**src/rtl/core/kfpi_pkg.sv**
```systemverilog
package kfpi_pkg;

    localparam int TIME_W         = 32;
    localparam int POS_W          = 32;
    localparam int COORDS         = 3;
    localparam int FRAC_W         = 16;
    // The blend factor is Q0.16 with 65536 meaning exactly one, so it needs 17 bits.
    localparam int F_W            = FRAC_W + 1;
    localparam int DIV_STEPS      = F_W;
    localparam int CNT_W          = 7;
    localparam int IDX_W          = 6;
    localparam int IN_TDATA_W     = 168;
    localparam int OUT_TDATA_W    = COORDS * POS_W;
    localparam int DEF_MAX_FRAMES = 64;

    localparam logic ACT_WRITE = 1'b0;
    localparam logic ACT_QUERY = 1'b1;

    typedef logic [COORDS-1:0][POS_W-1:0] t_pos;

    typedef struct packed {
        logic           done;
        logic [F_W-1:0] quo;
    } t_div_rsp;

    typedef struct packed {
        logic done;
    } t_blend_rsp;

endpackage

```
**src/rtl/core/kfpi_div.sv**
```systemverilog
module kfpi_div (
    input  logic                        i_clk,
    input  logic                        i_rst_n,
    input  logic                        i_start,
    input  logic [kfpi_pkg::TIME_W-1:0] i_diff,
    input  logic [kfpi_pkg::TIME_W-1:0] i_den,
    output kfpi_pkg::t_div_rsp          o_rsp
);

    localparam int SW = $clog2(kfpi_pkg::DIV_STEPS);

    logic [kfpi_pkg::TIME_W-1:0] r_rem;
    logic [kfpi_pkg::TIME_W-1:0] r_den;
    logic [kfpi_pkg::F_W-1:0]    r_quo;
    logic [SW-1:0]               r_cnt;
    logic                        r_lsb;
    logic                        r_busy;
    logic                        r_done;

    logic                      in_bit;
    logic [kfpi_pkg::TIME_W:0] trial;
    logic [kfpi_pkg::TIME_W:0] diff_sub;
    logic                      ge;

    // Restoring division of (diff << 16) by den. The quotient never exceeds
    // 65536 because diff <= den, so the top of the dividend starts below den.
    assign in_bit   = (r_cnt == '0) ? r_lsb : 1'b0;
    assign trial    = {r_rem, in_bit};
    assign diff_sub = trial - {1'b0, r_den};
    assign ge       = (trial >= {1'b0, r_den});

    always_ff @(posedge i_clk) begin
        if (!i_rst_n) begin
            r_busy <= 1'b0;
            r_done <= 1'b0;
            r_cnt  <= '0;
        end else begin
            r_done <= 1'b0;
            if (i_start) begin
                r_busy <= 1'b1;
                r_cnt  <= '0;
            end else if (r_busy) begin
                if (r_cnt == SW'(kfpi_pkg::DIV_STEPS - 1)) begin
                    r_busy <= 1'b0;
                    r_done <= 1'b1;
                end else begin
                    r_cnt <= r_cnt + SW'(1);
                end
            end
        end
    end

    always_ff @(posedge i_clk) begin
        if (i_start) begin
            r_rem <= {1'b0, i_diff[kfpi_pkg::TIME_W-1:1]};
            r_lsb <= i_diff[0];
            r_den <= i_den;
            r_quo <= '0;
        end else if (r_busy) begin
            r_rem <= ge ? diff_sub[kfpi_pkg::TIME_W-1:0] : trial[kfpi_pkg::TIME_W-1:0];
            r_quo <= {r_quo[kfpi_pkg::F_W-2:0], ge};
        end
    end

    assign o_rsp.done = r_done;
    assign o_rsp.quo  = r_quo;

endmodule

```
**config.mk**
```make
export PLATFORM = sky130hd
export DESIGN_NAME = kfpi_div
export DESIGN_NICKNAME = d
export VERILOG_FILES = /design/src/rtl/core/kfpi_pkg.sv /design/src/rtl/core/kfpi_div.sv
export SDC_FILE = /design/constraint.sdc
export NUM_CORES = 1
export LEC_CHECK = 0
export ABC_CLOCK_PERIOD_IN_PS = 4500
export BUFFER_PORTS_ARGS = -buffer_cell sky130_fd_sc_hd__buf_2
export CORE_ASPECT_RATIO = 1.1
export CORE_MARGIN = 4
export CORE_UTILIZATION = 53
export CTS_CLUSTER_SIZE = 40
export DETAILED_ROUTE_END_ITERATION = 10
export PLACE_DENSITY = 0.73
export SETUP_SLACK_MARGIN = 0.05
export SLEW_MARGIN = 10
export SYNTH_ARGS = -nofsm -noshare
export SYNTH_HDL_FRONTEND = slang
export SYNTH_SLANG_ARGS = --single-unit
export TNS_END_PERCENT = 5
```
**constraint.sdc**
```tcl
create_clock -name i_clk -period 4.5 [get_ports i_clk]
set_input_delay 0.675 -clock i_clk [delete_from_list [all_inputs] [get_ports i_clk]]
set_output_delay 0.675 -clock i_clk [all_outputs]
set_load 0.005 [all_outputs]
```
# After elaboration in Yosys (flattened, before gate mapping)
# Cells that the tools add are included.
# totals
wordCells	28
output_inout_bits	18
ramBits	0
latch_bits	0
romBits	0
regBits	89
memories	0
in_bits	67
# op_classes
muxes	8
n_addsub	2
n_div	0
shifts	0
eq_ne	1
magnitude_cmp	1
bitwise	3
mul	0
n_reduce_logical	5
# ops
op	n
two-way mux 31 bit	2
greater-or-equal comparator 33 x 32 -> 1 bit	1
two-way mux 32 bit	1
subtractor 32 bit	1
adder 5 x 1 -> 5 bit, second input constant	1
== test 5 bit, second input constant	1
logical NOT 5 bit	1
two-way mux 1 bit	5
NOT 1 bit	3
OR reduction 3 bit	1
AND reduction 2 bit	1
nonzero test 2 bit	1
OR reduction 2 bit	1

# Depth between registers and ports, before layout
# logic_depth
ltp_word	6
depth_mapped	16

# Least setup slack after synthesis
# Ideal clock, no wire load.
# synth_timing
kind	register to register
startpoint	register r_cnt[0]
endpoint	register r_rem[28] in the netlist's numbering (data pin)
arrival_time_ns	3.074
n_path_buf	0
t_required_ns	4.233
period_less_slack_ns	3.341
setup_slack_ns	1.159
stages_incl_launch_ff	16
setup_time_ns	0.267
cell_sequence	dfxtp_1 > inv_1 > ha_1 > nor3b_1 > nand3b_1 > ha_1 > fa_1 > nor2b_4 > o31a_1 > o311ai_2 > o21ai_2 > a31oi_4 > o221ai_2 > or4_4 > a41oi_2 > o21ai_1
# synth_between
elab_chain_len	6
word_cells_on_any_way	7
classes_between	add/sub: 1; order compare: 1; mux: 4; reduce/logical: 1
# synth_rtl
item	line	source
from (decl)	kfpi_div.sv:15	logic [SW-1:0] r_cnt;
from (signal assigned)	kfpi_div.sv:47	r_cnt <= r_cnt + SW'(1);
logical NOT 5 bit (*)	kfpi_div.sv:27	assign in_bit = (r_cnt == '0) ? r_lsb : 1'b0;
two-way mux 1 bit (*)	kfpi_div.sv:27	
subtractor 32 bit or greater-or-equal comparator 33 x 32 -> 1 bit (tied branches)	kfpi_div.sv:29, kfpi_div.sv:30	
two-way mux 32 bit (*)	kfpi_div.sv:60	r_rem <= ge ? diff_sub[kfpi_pkg::TIME_W-1:0] : trial[kfpi_pkg::TIME_W-1:0];
two-way mux 31 bit (*)	kfpi_div.sv:59	end else if (r_busy) begin
two-way mux 31 bit (*)	kfpi_div.sv:54	if (i_start) begin
to (signal assigned)	kfpi_div.sv:55	r_rem <= {1'b0, i_diff[kfpi_pkg::TIME_W-1:1]};
to (signal assigned)	kfpi_div.sv:60	
to (decl)	kfpi_div.sv:12	logic [kfpi_pkg::TIME_W-1:0] r_rem;
# Mark *: on every way between the ends. The rest lies on a longest branch, timed or not. The select of a mux whose other input is x is not followed.
# A chain may end at the register's enable or synchronous reset.

# Worst setup path in the final report
# Same ends and word-level chain as after synthesis.

==> results_dict.tcl <==
set metrics [dict create \
    synth_edf_count 64 \
    fillerInstances 840 \
    areaGrowthSynthToFinish_pct 12.66 \
    cts_tree "built" \
    rsz0062_at_grt "no" \
    rows 38 \
    hold_viol_final 0 \
    critPathLaunchType "flip-flop" \
    grt_pass1_vias 4200 \
    setup_viol 0 \
    finalClockSkew_ns 0.009225 \
    gp_congestion 0.9171 \
    cap_violations 0 \
    numPortBuffers 84 \
    drv_slew 0 \
    period_needed_ns 3.704 \
    async_flop_share_pct 0 \
    synthesis.area_um2 5446 \
    ys_ff_latch 89 \
    powerDensity_nw_per_um2 489.5 \
    synth.distinct_cells 60 \
    overflow 0 \
    drc_errors 0 \
    syn_inst 553 \
    hp-class "input pin to flip-flop" \
    cts_sinks 89 \
    dieWidth_um 104.7 \
    outcome "complete, no violations" \
    clockRootBuffer "clkbuf_8" \
    worst_slack_ns 0.7960 \
    arrival_ns 3.81 \
    vias 4244 \
    p_total_mw 3.004 \
    layout_commonest_cell "buf_2" \
    place_hpwl_um 8786 \
    cp-end-kind "flip-flop" \
    syn_nets 655 \
    ys.warnings.count 0 \
    clkTransAtPathRegs_ns 0.09 \
    seq_area_frac_synth_pct 44.48 \
    drive_above_1_share_pct 21.39 \
    synth_top_cell_area_share_pct 35.29 \
    postLayoutCoreUtil_pct 61.75 \
    clockBufferDepth 2 \
    crit_type "flip-flop to flip-flop" \
    diodes 0 \
    period_share_pct 82.31 \
    yosys.area.top_type "edfxtp_1" \
    max_slew_margin_pct 44.49 \
    synthFlopType "edfxtp_1" \
    io-pin-count 85 \
    antenna_found_initial 0 \
    total_leakage_power_nw 2.679 \
    worst_pin_slew_ns 0.8117 \
    wl_per_cell_um 15.76 \
    start_util_pct 54.81 \
    nNetsFinal 728 \
    die_area_um2 11960 \
    viasPerCell 5.651 \
    fin_tns_setup_ns 0 \
    grt_first_pass_wirelength_um 19510 \
    post-place-ws_ns 0.8120 \
    crit_fanout 4 \
    dr.first_iter.drc_count 183 \
    required_ns 4.61 \
    final_cell_mix "83 x buf_2, 64 x edfxtp_1, 59 x a21oi_1" \
    postRouteAntennaNets 0 \
    whs_ns 0.4764 \
    synth_area_leaders "edfxtp_1 35%, dfxtp_1 9.2%, ha_1 7.8%" \
    die_y_um 114.3 \
    post_cts_buffers 0 \
    clock_latency_ns 0.37 \
    dr.pass1.iters 5 \
    numCtsBuffers 9 \
    peakVddDrop_mv 0.2101 \
    grt_max_degree 53 \
    grt_util_all_layers_pct 20.20 \
    coreArea_um2 9937 \
    routed_wl_um 11840 \
    avgSynthCellArea_um2 9.849 \
    cts_max_level 3 \
    cts_resized 0 \
    clock.fmax_mhz 270.0 \
    hold_buffers 0 \
]
[layer usage]
metal | GRT usage (%) | vias to the layer above | wire length, um
met2 | 34.88 | 106 | 5934
met4 | 6.737 | 0 | 190
met1 | 25.21 | 2016 | 5097
met3 | 4.569 | 12 | 613
li1 | - | 2110 | -
met5 | 0 | - | 0
[cells in the mapped netlist (all sizes together) (3+ instances only)]
library cell and n:
mux2i 21, buf 12, nor2 52, a31oi 3
nor3b 6, nand2 36, o21a 6, clkbuf 13
a21oi 60, xnor2 11, edfxtp 64, ha 34
xor2 20, o21ai 31, nor2b 6, nand4 4
nor3 10, dfxtp 25, a211oi 3, nand2b 5
o21bai 5, and3 4, a21o 11, mux2 22
inv 48, nand3 11
[worst max-delay path, stage by stage (launching register included)]
cell and delay [ns]:
dfxtp_1 0.37, inv_1 0.09, ha_1 0.20, nor3b_1 0.15, nand3b_1 0.12, ha_1 0.21
fa_1 0.27, nor2b_4 0.06, o31a_1 0.29, o311ai_2 0.37, o21ai_2 0.13, a31oi_4 0.22
o221ai_2 0.17, or4_4 0.55, a41oi_2 0.18, o21ai_1 0.08
[path summary, 6_finish.rpt]
check	from	endpoint	slack, ns	cells after the start
max	r_cnt[0]	r_rem[28]	0.80	15
min reg2reg	r_rem[31]	r_rem[31]	0.50	2
max reg2reg	r_cnt[0]	r_rem[28]	0.80	15
min	i_den[27]	r_den[27]	0.48	1
[area by class of cell]
| cell class | instances | area (um2) | area share, % |
|---|---|---|---|
| multi-input cells | 391 | 2748 | 44.78 |
| flip-flops and latches | 89 | 2422 | 39.48 |
| repair buffers | 87 | 457.9 | 7.463 |
| inverters | 48 | 180.2 | 2.936 |
| well taps | 120 | 150.1 | 2.447 |
| clock buffers | 10 | 127.6 | 2.080 |
| clock inverters | 6 | 50.05 | 0.8157 |
[kinds of logic (layout without fill, tap and decap cells)]
| group | Yosys count | count (layout) | share of synthesized area, % |
|---|---|---|---|
| fa+ha+maj | 35 | 35 | 8.178 |
| mux | 43 | 43 | 8.408 |
| flops | 89 | 89 | 44.48 |
| simple gates | 145 | 145 | 12.59 |
| xor+xnor | 31 | 31 | 4.985 |
| buf+inv | 73 | 151 | 5.399 |
| compound gates | 137 | 137 | 15.97 |
[where the power goes]
group | leakage (nW) | internal [mW] | switching [mW]
clock network | 0.0918 | 0.208 | 0.303
logic | 1.75 | 0.605 | 0.795
registers | 0.837 | 1.03 | 0.0622
total | 2.68 | 1.84 | 1.16
[per-stage QoR]
stage	instance area, um2	std cells
after floorplan	5446	553
after global placement	5958	735
after detailed placement	5958	735
after CTS	6136	751
after global routing	6136	751
final	6136	751
[flip-flops by register name (all words and copies together) (netlist names)]
signal  flops
r_busy      1
r_cnt       5
r_den      32
r_done      1
r_lsb       1
r_quo      17
r_rem      32
(Power assumes the default switching activity.)
