$ cat config.mk
export PLATFORM = sky130hd
export DESIGN_NAME = kfpi_blend
export DESIGN_NICKNAME = d
export VERILOG_FILES = /design/src/rtl/core/kfpi_pkg.sv /design/src/rtl/core/kfpi_blend.sv
export SDC_FILE = /design/constraint.sdc
export NUM_CORES = 2
export LEC_CHECK = 0
export BUFFER_PORTS_ARGS = -buffer_cell sky130_fd_sc_hd__buf_2
export CAP_MARGIN = 5
export CORE_ASPECT_RATIO = 2
export CORE_MARGIN = 5
export CORE_UTILIZATION = 60
export DETAILED_ROUTE_END_ITERATION = 10
export PLACE_DENSITY = 0.81
export SLEW_MARGIN = 10
export SYNTH_ARGS = -nofsm -noshare
export SYNTH_HDL_FRONTEND = slang
export SYNTH_SLANG_ARGS = --single-unit
$ cat constraint.sdc
create_clock -name i_clk -period 12.9 [get_ports i_clk]
set_input_delay 2.58 -clock i_clk [delete_from_list [all_inputs] [get_ports i_clk]]
set_output_delay 2.58 -clock i_clk [all_outputs]
set_load 0.1 [all_outputs]
$ cat src/rtl/core/kfpi_pkg.sv
package kfpi_pkg;

    localparam int TIME_W         = 32;
    localparam int POS_W          = 32;
    localparam int COORDS         = 3;
    localparam int FRAC_W         = 16;
    // The blend factor is Q0.16 with 65536 meaning exactly one, so it needs 17 bits.
    localparam int F_W            = FRAC_W + 1;
    localparam int DIV_STEPS      = F_W;
    localparam int CNT_W          = 7;
    localparam int IDX_W          = 6;
    localparam int IN_TDATA_W     = 168;
    localparam int OUT_TDATA_W    = COORDS * POS_W;
    localparam int DEF_MAX_FRAMES = 64;

    localparam logic ACT_WRITE = 1'b0;
    localparam logic ACT_QUERY = 1'b1;

    typedef logic [COORDS-1:0][POS_W-1:0] t_pos;

    typedef struct packed {
        logic           done;
        logic [F_W-1:0] quo;
    } t_div_rsp;

    typedef struct packed {
        logic done;
    } t_blend_rsp;

endpackage

$ cat src/rtl/core/kfpi_blend.sv
module kfpi_blend (
    input  logic                     i_clk,
    input  logic                     i_rst_n,
    input  logic                     i_start,
    input  logic [kfpi_pkg::F_W-1:0] i_f,
    input  kfpi_pkg::t_pos           i_p0,
    input  kfpi_pkg::t_pos           i_p1,
    output kfpi_pkg::t_blend_rsp     o_rsp,
    output kfpi_pkg::t_pos           o_pos
);

    localparam int DW = kfpi_pkg::POS_W + 1;
    localparam int PW = DW + kfpi_pkg::F_W + 1;

    typedef enum logic [2:0] {
        PH_DIFF = 3'b001,
        PH_MUL  = 3'b010,
        PH_ADD  = 3'b100
    } t_phase;

    t_phase               r_ph;
    logic [1:0]           r_k;
    logic                 r_busy;
    logic                 r_done;
    logic signed [DW-1:0] r_d;
    logic signed [PW-1:0] r_prod;
    kfpi_pkg::t_pos       r_pos;

    logic signed [DW-1:0] p0k;
    logic signed [DW-1:0] p1k;

    assign p0k = {i_p0[r_k][kfpi_pkg::POS_W-1], i_p0[r_k]};
    assign p1k = {i_p1[r_k][kfpi_pkg::POS_W-1], i_p1[r_k]};

    // One coordinate at a time through subtract, multiply and add stages.
    always_ff @(posedge i_clk) begin
        if (!i_rst_n) begin
            r_busy <= 1'b0;
            r_done <= 1'b0;
            r_k    <= '0;
            r_ph   <= PH_DIFF;
        end else begin
            r_done <= 1'b0;
            if (i_start) begin
                r_busy <= 1'b1;
                r_k    <= '0;
                r_ph   <= PH_DIFF;
            end else if (r_busy) begin
                case (r_ph)
                    PH_DIFF: r_ph <= PH_MUL;
                    PH_MUL:  r_ph <= PH_ADD;
                    PH_ADD: begin
                        r_ph <= PH_DIFF;
                        if (r_k == 2'(kfpi_pkg::COORDS - 1)) begin
                            r_busy <= 1'b0;
                            r_done <= 1'b1;
                        end else begin
                            r_k <= r_k + 2'd1;
                        end
                    end
                    default: r_ph <= PH_DIFF;
                endcase
            end
        end
    end

    // The floor of prod / 65536 is an arithmetic shift; only its low 32 bits count.
    always_ff @(posedge i_clk) begin
        if (r_busy) begin
            case (r_ph)
                PH_DIFF: r_d    <= p1k - p0k;
                PH_MUL:  r_prod <= r_d * $signed({1'b0, i_f});
                PH_ADD:  r_pos[r_k] <= i_p0[r_k]
                             + r_prod[kfpi_pkg::FRAC_W +: kfpi_pkg::POS_W];
                default: r_d    <= r_d;
            endcase
        end
    end

    assign o_rsp.done = r_done;
    assign o_pos      = r_pos;

endmodule

# Yosys cells after proc, flatten, opt, wreduce, memory -nomap -nowiden
# Index checks and enable logic that the tools add are counted.
# totals
ff_bits,184
input_bits,212
out_inout_bits,97
word_cells,43
# classes
add_sub_neg,3
mul,1
n_lt_le_gt_ge,2
n_eq_ne,4
mux,13
bitwise_logic,4
reduce_logical,7
# op_table
cell,n
32-bit binary-select mux with 2-bit select,2
96-bit bitwise mux,1
32-bit two-way mux,3
32-bit demux with 2-bit select,1
33-bit by 18-bit multiplier with 48-bit output,1
32-bit by 32-bit subtractor with 33-bit output,1
32-bit adder,1
3-bit one-hot mux with 2 select lines,1
2-bit AND reduction,3
1-bit two-way mux,5
1-bit inverter,4
4-bit OR reduction,1
3-bit by 1-bit equality test with 1-bit output (second input constant),1
3-bit by 2-bit equality test with 1-bit output (second input constant),1
3-bit equality test (second input constant),1
2-bit by 3-bit less-than comparator with 1-bit output (second input constant),1
3-bit AND reduction,1
2-bit by 1-bit adder with 2-bit output (second input constant),1
2-bit equality test (second input constant),1
2-bit by 1-bit greater-or-equal comparator with 1-bit output (second input constant),1
2-bit OR reduction,1
1-bit logical AND,1

# Depth between registers and ports, before layout
# logic_depth
depth_word,5
depth_mapped,25
mapped_depth_nobuf,24

# Least setup slack after synthesis
# OpenSTA, ideal clock, no wires.
# synth_path
path_kind,input port to flip-flop
startpoint,input i_f[11] in the netlist's numbering
endpoint,register r_prod[42] (data pin)
setup_time_ps,258
arrival_time_ps,8461
required_ps,12642
setup_slack_ps,4180
stages,22
n_path_buf,2
cell_sequence,clkbuf_1 -> clkbuf_1 -> nand2_1 -> fa_1 -> inv_1 -> fa_1 -> fa_1 -> fa_1 -> fa_1 -> inv_1 -> fa_1 -> inv_1 -> ha_1 -> a2111o_1 -> a31oi_1 -> o31ai_1 -> a32o_1 -> o21a_1 -> o31a_2 -> a221o_2 -> a21oi_2 -> xnor2_1
# synth_between
elab_chain_cells,1
# synth_lines
item,line_no,rtl
start: declaration,kfpi_blend.sv:5,"input logic [kfpi_pkg::F_W-1:0] i_f,"
33-bit by 18-bit multiplier with 48-bit output,kfpi_blend.sv:72,"PH_MUL: r_prod <= r_d * $signed({1'b0, i_f});"
end signal: assignment,kfpi_blend.sv:72,
end: declaration,kfpi_blend.sv:26,logic signed [PW-1:0] r_prod;
# No other way between the ends.
# A chain may end at the register's enable or synchronous reset.

# Worst setup path after layout
# layout_path
startpoint,input i_f[7] in the netlist's numbering
endpoint,register r_prod[40] (data pin)
# The elaborated chain is that of the path after synthesis.

==> impl_results.md <==
* Die span in y at 316 um
* FF-to-FF path depth at 20
* Top delay family on crit path: adder cells
* Hold buffers post-CTS at 0
* Final TNS setup at 0 ns
* Root Buffer Master: clkbuf_16
* Critical-path top delay cell: buf_2
* RSZ-0062 raised after global routing: false
* Ys Warns at 0
* Setup ws final at approximately 3.8 ns
* Placed inst area at 30,100 um2
* Post-CTS Setup Bufs at 0
* Dominant synthesized flop cell: edfxtp_1
* Post-route cell area at approximately 30,000 um2
* Synth unique cells at 58
* Initial antenna violation count at 0
* Hold Path Stages at 2
* Min-Delay Path Class: reg -> reg
* Post-synthesis mux area share at 2.32%
* Global-route wire length before repair at 127,000 um
* Pre-CTS setup slack at 3.40 ns
* Synth Net Count at 3,849
* Initial Util at 60.3%
* Clock skew at 0.0152 ns
* Residual DRC at 0
* Final hold vios at 0
* Critical Path RT at 13.09 ns
* DRT Wirelength at 80,800 um
* Worst Path Arrival at roughly 9.3 ns
* WHS at 0.558 ns
* Compound-Gate Fraction of Synth Area at 6.64%
* Largest family of logic cells by synthesized area: adder cells
* Vias in the first global route at 24,900
* Reg2reg setup slack at between 5 and 6 ns
* Mapped Cells at 2,945
* # resized after CTS at 0
* Port Buffers at 308
* Drt pass-1 iters at 6
* Worst Setup Start Kind: input pin
* Final setup viols at 0
* H-tree Lvls at 4
* I/O pin cnt at between 300 and 400
* EDFF count, synth at 161
* Pin count of the biggest net entering global routing at 67
* Area grow syn2layout at 9.46%
* Critical Setup Path Class: in -> reg
* Die area at 51,400 um2
* GR Overflow Total at 0
* Synth Area in Simple Gates at between 10% and 20%
* Adder-Cell Fraction of Synth Area at 44.7%
* Die Width at 163 um
* Crit path max fanout at 33
* Register area share after synthesis at about 18%
* Clock Pin Slew Worst Setup and Hold Paths at 0.07 ns
* Via count at between 20,000 and 25,000
* CP most frequent cell: fa_1
* Post-Syn Area per Cell at around 9.5 um2
* Row cnt at 112
* Drt wl/cell at 21.2 um
* CP endpoint kind: register
* Max Root-Sink Buffers at 2
* Fin crit share at 70.7%
* Clk sinks at between 150 and 200
* Final Wtd Congestion at 0.918
* Status: completed
* Core area at 46,500 um2
* Worst path buffer plus inverter count at 5
* Worst slew margin at between 20 and 30%
* 1st-iter DRT viols at 1,292
* Layout cells sized above 1 at around 12%
* Min Tclk post-route at 9.12 ns
* Actual slew at the worst max-slew pin at 1.05 ns
* Commonest non-fill, non-tap cell in the layout: inv_1
* CTS tree: built
* Most frequent cells in the layout: inv_1 (665), fa_1 (516), nand2_1 (323), and2_1 (320), buf_2 (308)
* Total GRT Usage at about a third
* Synth Area in XOR/XNOR at 3.25%
* Hold Crit Start: r_busy$_SDFF_PN0_
* Via/cell ratio at 5.72
* Worst r2r src: r_d[8]$_DFFE_PP_
* Hold endpoint: o_rsp$_SDFF_PP0_
* Nets at 4,081
* Max-cap violations at 0
* FMAX at 0.110 GHz
* Dpl hpwl at 64,700 um
* Antenna cells at 0
* FFs w/ async S/R, synth at 0%
* Slowest stage delay, CP at 0.63 ns
* Post-route ant nets at 0
* TritonCTS buffer count at 17
* Synthesized area at 28,000 um2
* Synth Register Bits at 168
* Crit path cell chain: buf_2 -> and2_1 -> fa_1 -> inv_1 -> fa_1 -> fa_1 -> inv_1 -> fa_1 -> fa_1 -> inv_1 -> fa_1 -> inv_1 -> ha_1 -> a2111o_1 -> a31oi_1 -> o31ai_1 -> a32o_1 -> o21a_1 -> o31a_2 -> a21oi_1 -> o31ai_1 -> xor2_1
* Skew-Pair Late Insertion Delay at 0.46 ns
* Slew Viols, Final at 0
* R2r endpoint: r_prod[40]$_DFFE_PP_
## worst reg2reg max path, cell delays in order, from the launching register on
cell and delay (ns):
edfxtp_1 0.96, nand2_1 0.20, fa_1 0.55, inv_1 0.05, fa_1 0.48, fa_1 0.59
fa_1 0.44, fa_1 0.50, inv_1 0.05, fa_1 0.49, inv_1 0.05, ha_1 0.36
a2111o_1 0.40, a31oi_1 0.21, o31ai_1 0.13, a32o_1 0.29, o21a_1 0.29, o31a_2 0.41
a21oi_1 0.33, o31ai_1 0.16, xor2_1 0.17
## worst max-delay path by stage
stage / from / end / slack (ns) / depth (start not counted)
3_3_place_gp: i_f[7] / r_prod[40]$_DFFE_PP_ / 3.49 / 22
4_1_cts: i_f[7] / r_prod[40]$_DFFE_PP_ / 3.87 / 22
2_1_floorplan: i_f[11] / r_prod[42]$_DFFE_PP_ / 4.18 / 22
5_1_grt: i_f[9] / r_prod[40]$_DFFE_PP_ / 3.49 / 21
3_5_place_dp: i_f[7] / r_prod[40]$_DFFE_PP_ / 3.40 / 22
6_report: i_f[7] / r_prod[40]$_DFFE_PP_ / 3.78 / 22
## area by class of cell
cell class	count	area [um2]
Multi-Input combinational cell	2004	20200
Fill cell	3700	15800
Inverter	665	2500
Timing Repair Buffer	321	1640
Clock inverter	15	190
Clock buffer	17	425
Tap cell	627	785
Sequential cell	168	4980
## flip-flops by register name (all words and copies together), names as in the netlist
name	count
o_pos	96
o_rsp	1
r_busy	1
r_d	33
r_k	2
r_ph	3
r_prod	32
## per-layer routing
metal / GRT usage (%) / share of wire [%]
met1: 32.2 / 31
met5: 0 / 0
met4: 22.8 / 8.5
met3: 5.52 / 7.5
met2: 58.8 / 53
## cell families (layout without fill, tap and decap cells)
| group | Yosys count | after routing |
|---|---|---|
| AOI/OAI and AO/OA | 302 | 302 |
| DFF | 168 | 168 |
| muxes | 65 | 65 |
| buffers and inverters | 773 | 1018 |
| xor gates and xnor gates | 104 | 104 |
| adders and majority gates | 692 | 692 |
| and+or+nand+nor | 841 | 841 |
## Yosys cell counts (4+ instances only)
cell type / number / area share (%)
o211ai_1: 6 / 0.16
fa_1: 516 / 37
xor2_1: 25 / 0.78
a21oi_1: 105 / 1.9
nand4_1: 11 / 0.25
clkbuf_1: 107 / 1.4
and2_1: 320 / 7.1
or3_1: 5 / 0.11
edfxtp_1: 161 / 17
mux2i_1: 65 / 2.3
dfxtp_1: 7 / 0.50
o21ai_0: 72 / 1.3
o21a_1: 16 / 0.43
inv_1: 665 / 8.9
nand2_1: 323 / 4.3
nor2b_1: 8 / 0.18
nor3_1: 18 / 0.32
and3_1: 7 / 0.16
o31ai_1: 6 / 0.16
nor2_1: 94 / 1.3
ha_1: 176 / 7.9
nand2b_1: 20 / 0.45
nand3_1: 16 / 0.29
xnor2_1: 79 / 2.5
o2111ai_1: 4 / 0.12
a211oi_1: 9 / 0.24
a31oi_1: 8 / 0.18
and4_1: 4 / 0.12
a21o_1: 37 / 0.99
o21bai_1: 11 / 0.29
## stage by stage
step | std cells | util [%]
2_1_floorplan | 2945 | -
3_3_place_gp | 3785 | 64.7
3_5_place_dp | 3785 | 64.7
4_1_cts | 3817 | 66.0
5_1_grt | 3817 | 66.0
6_report | 3817 | 66.0
Power is not shown: default switching activity piles up to over one toggle a cycle in this logic, so the estimate is an artifact.
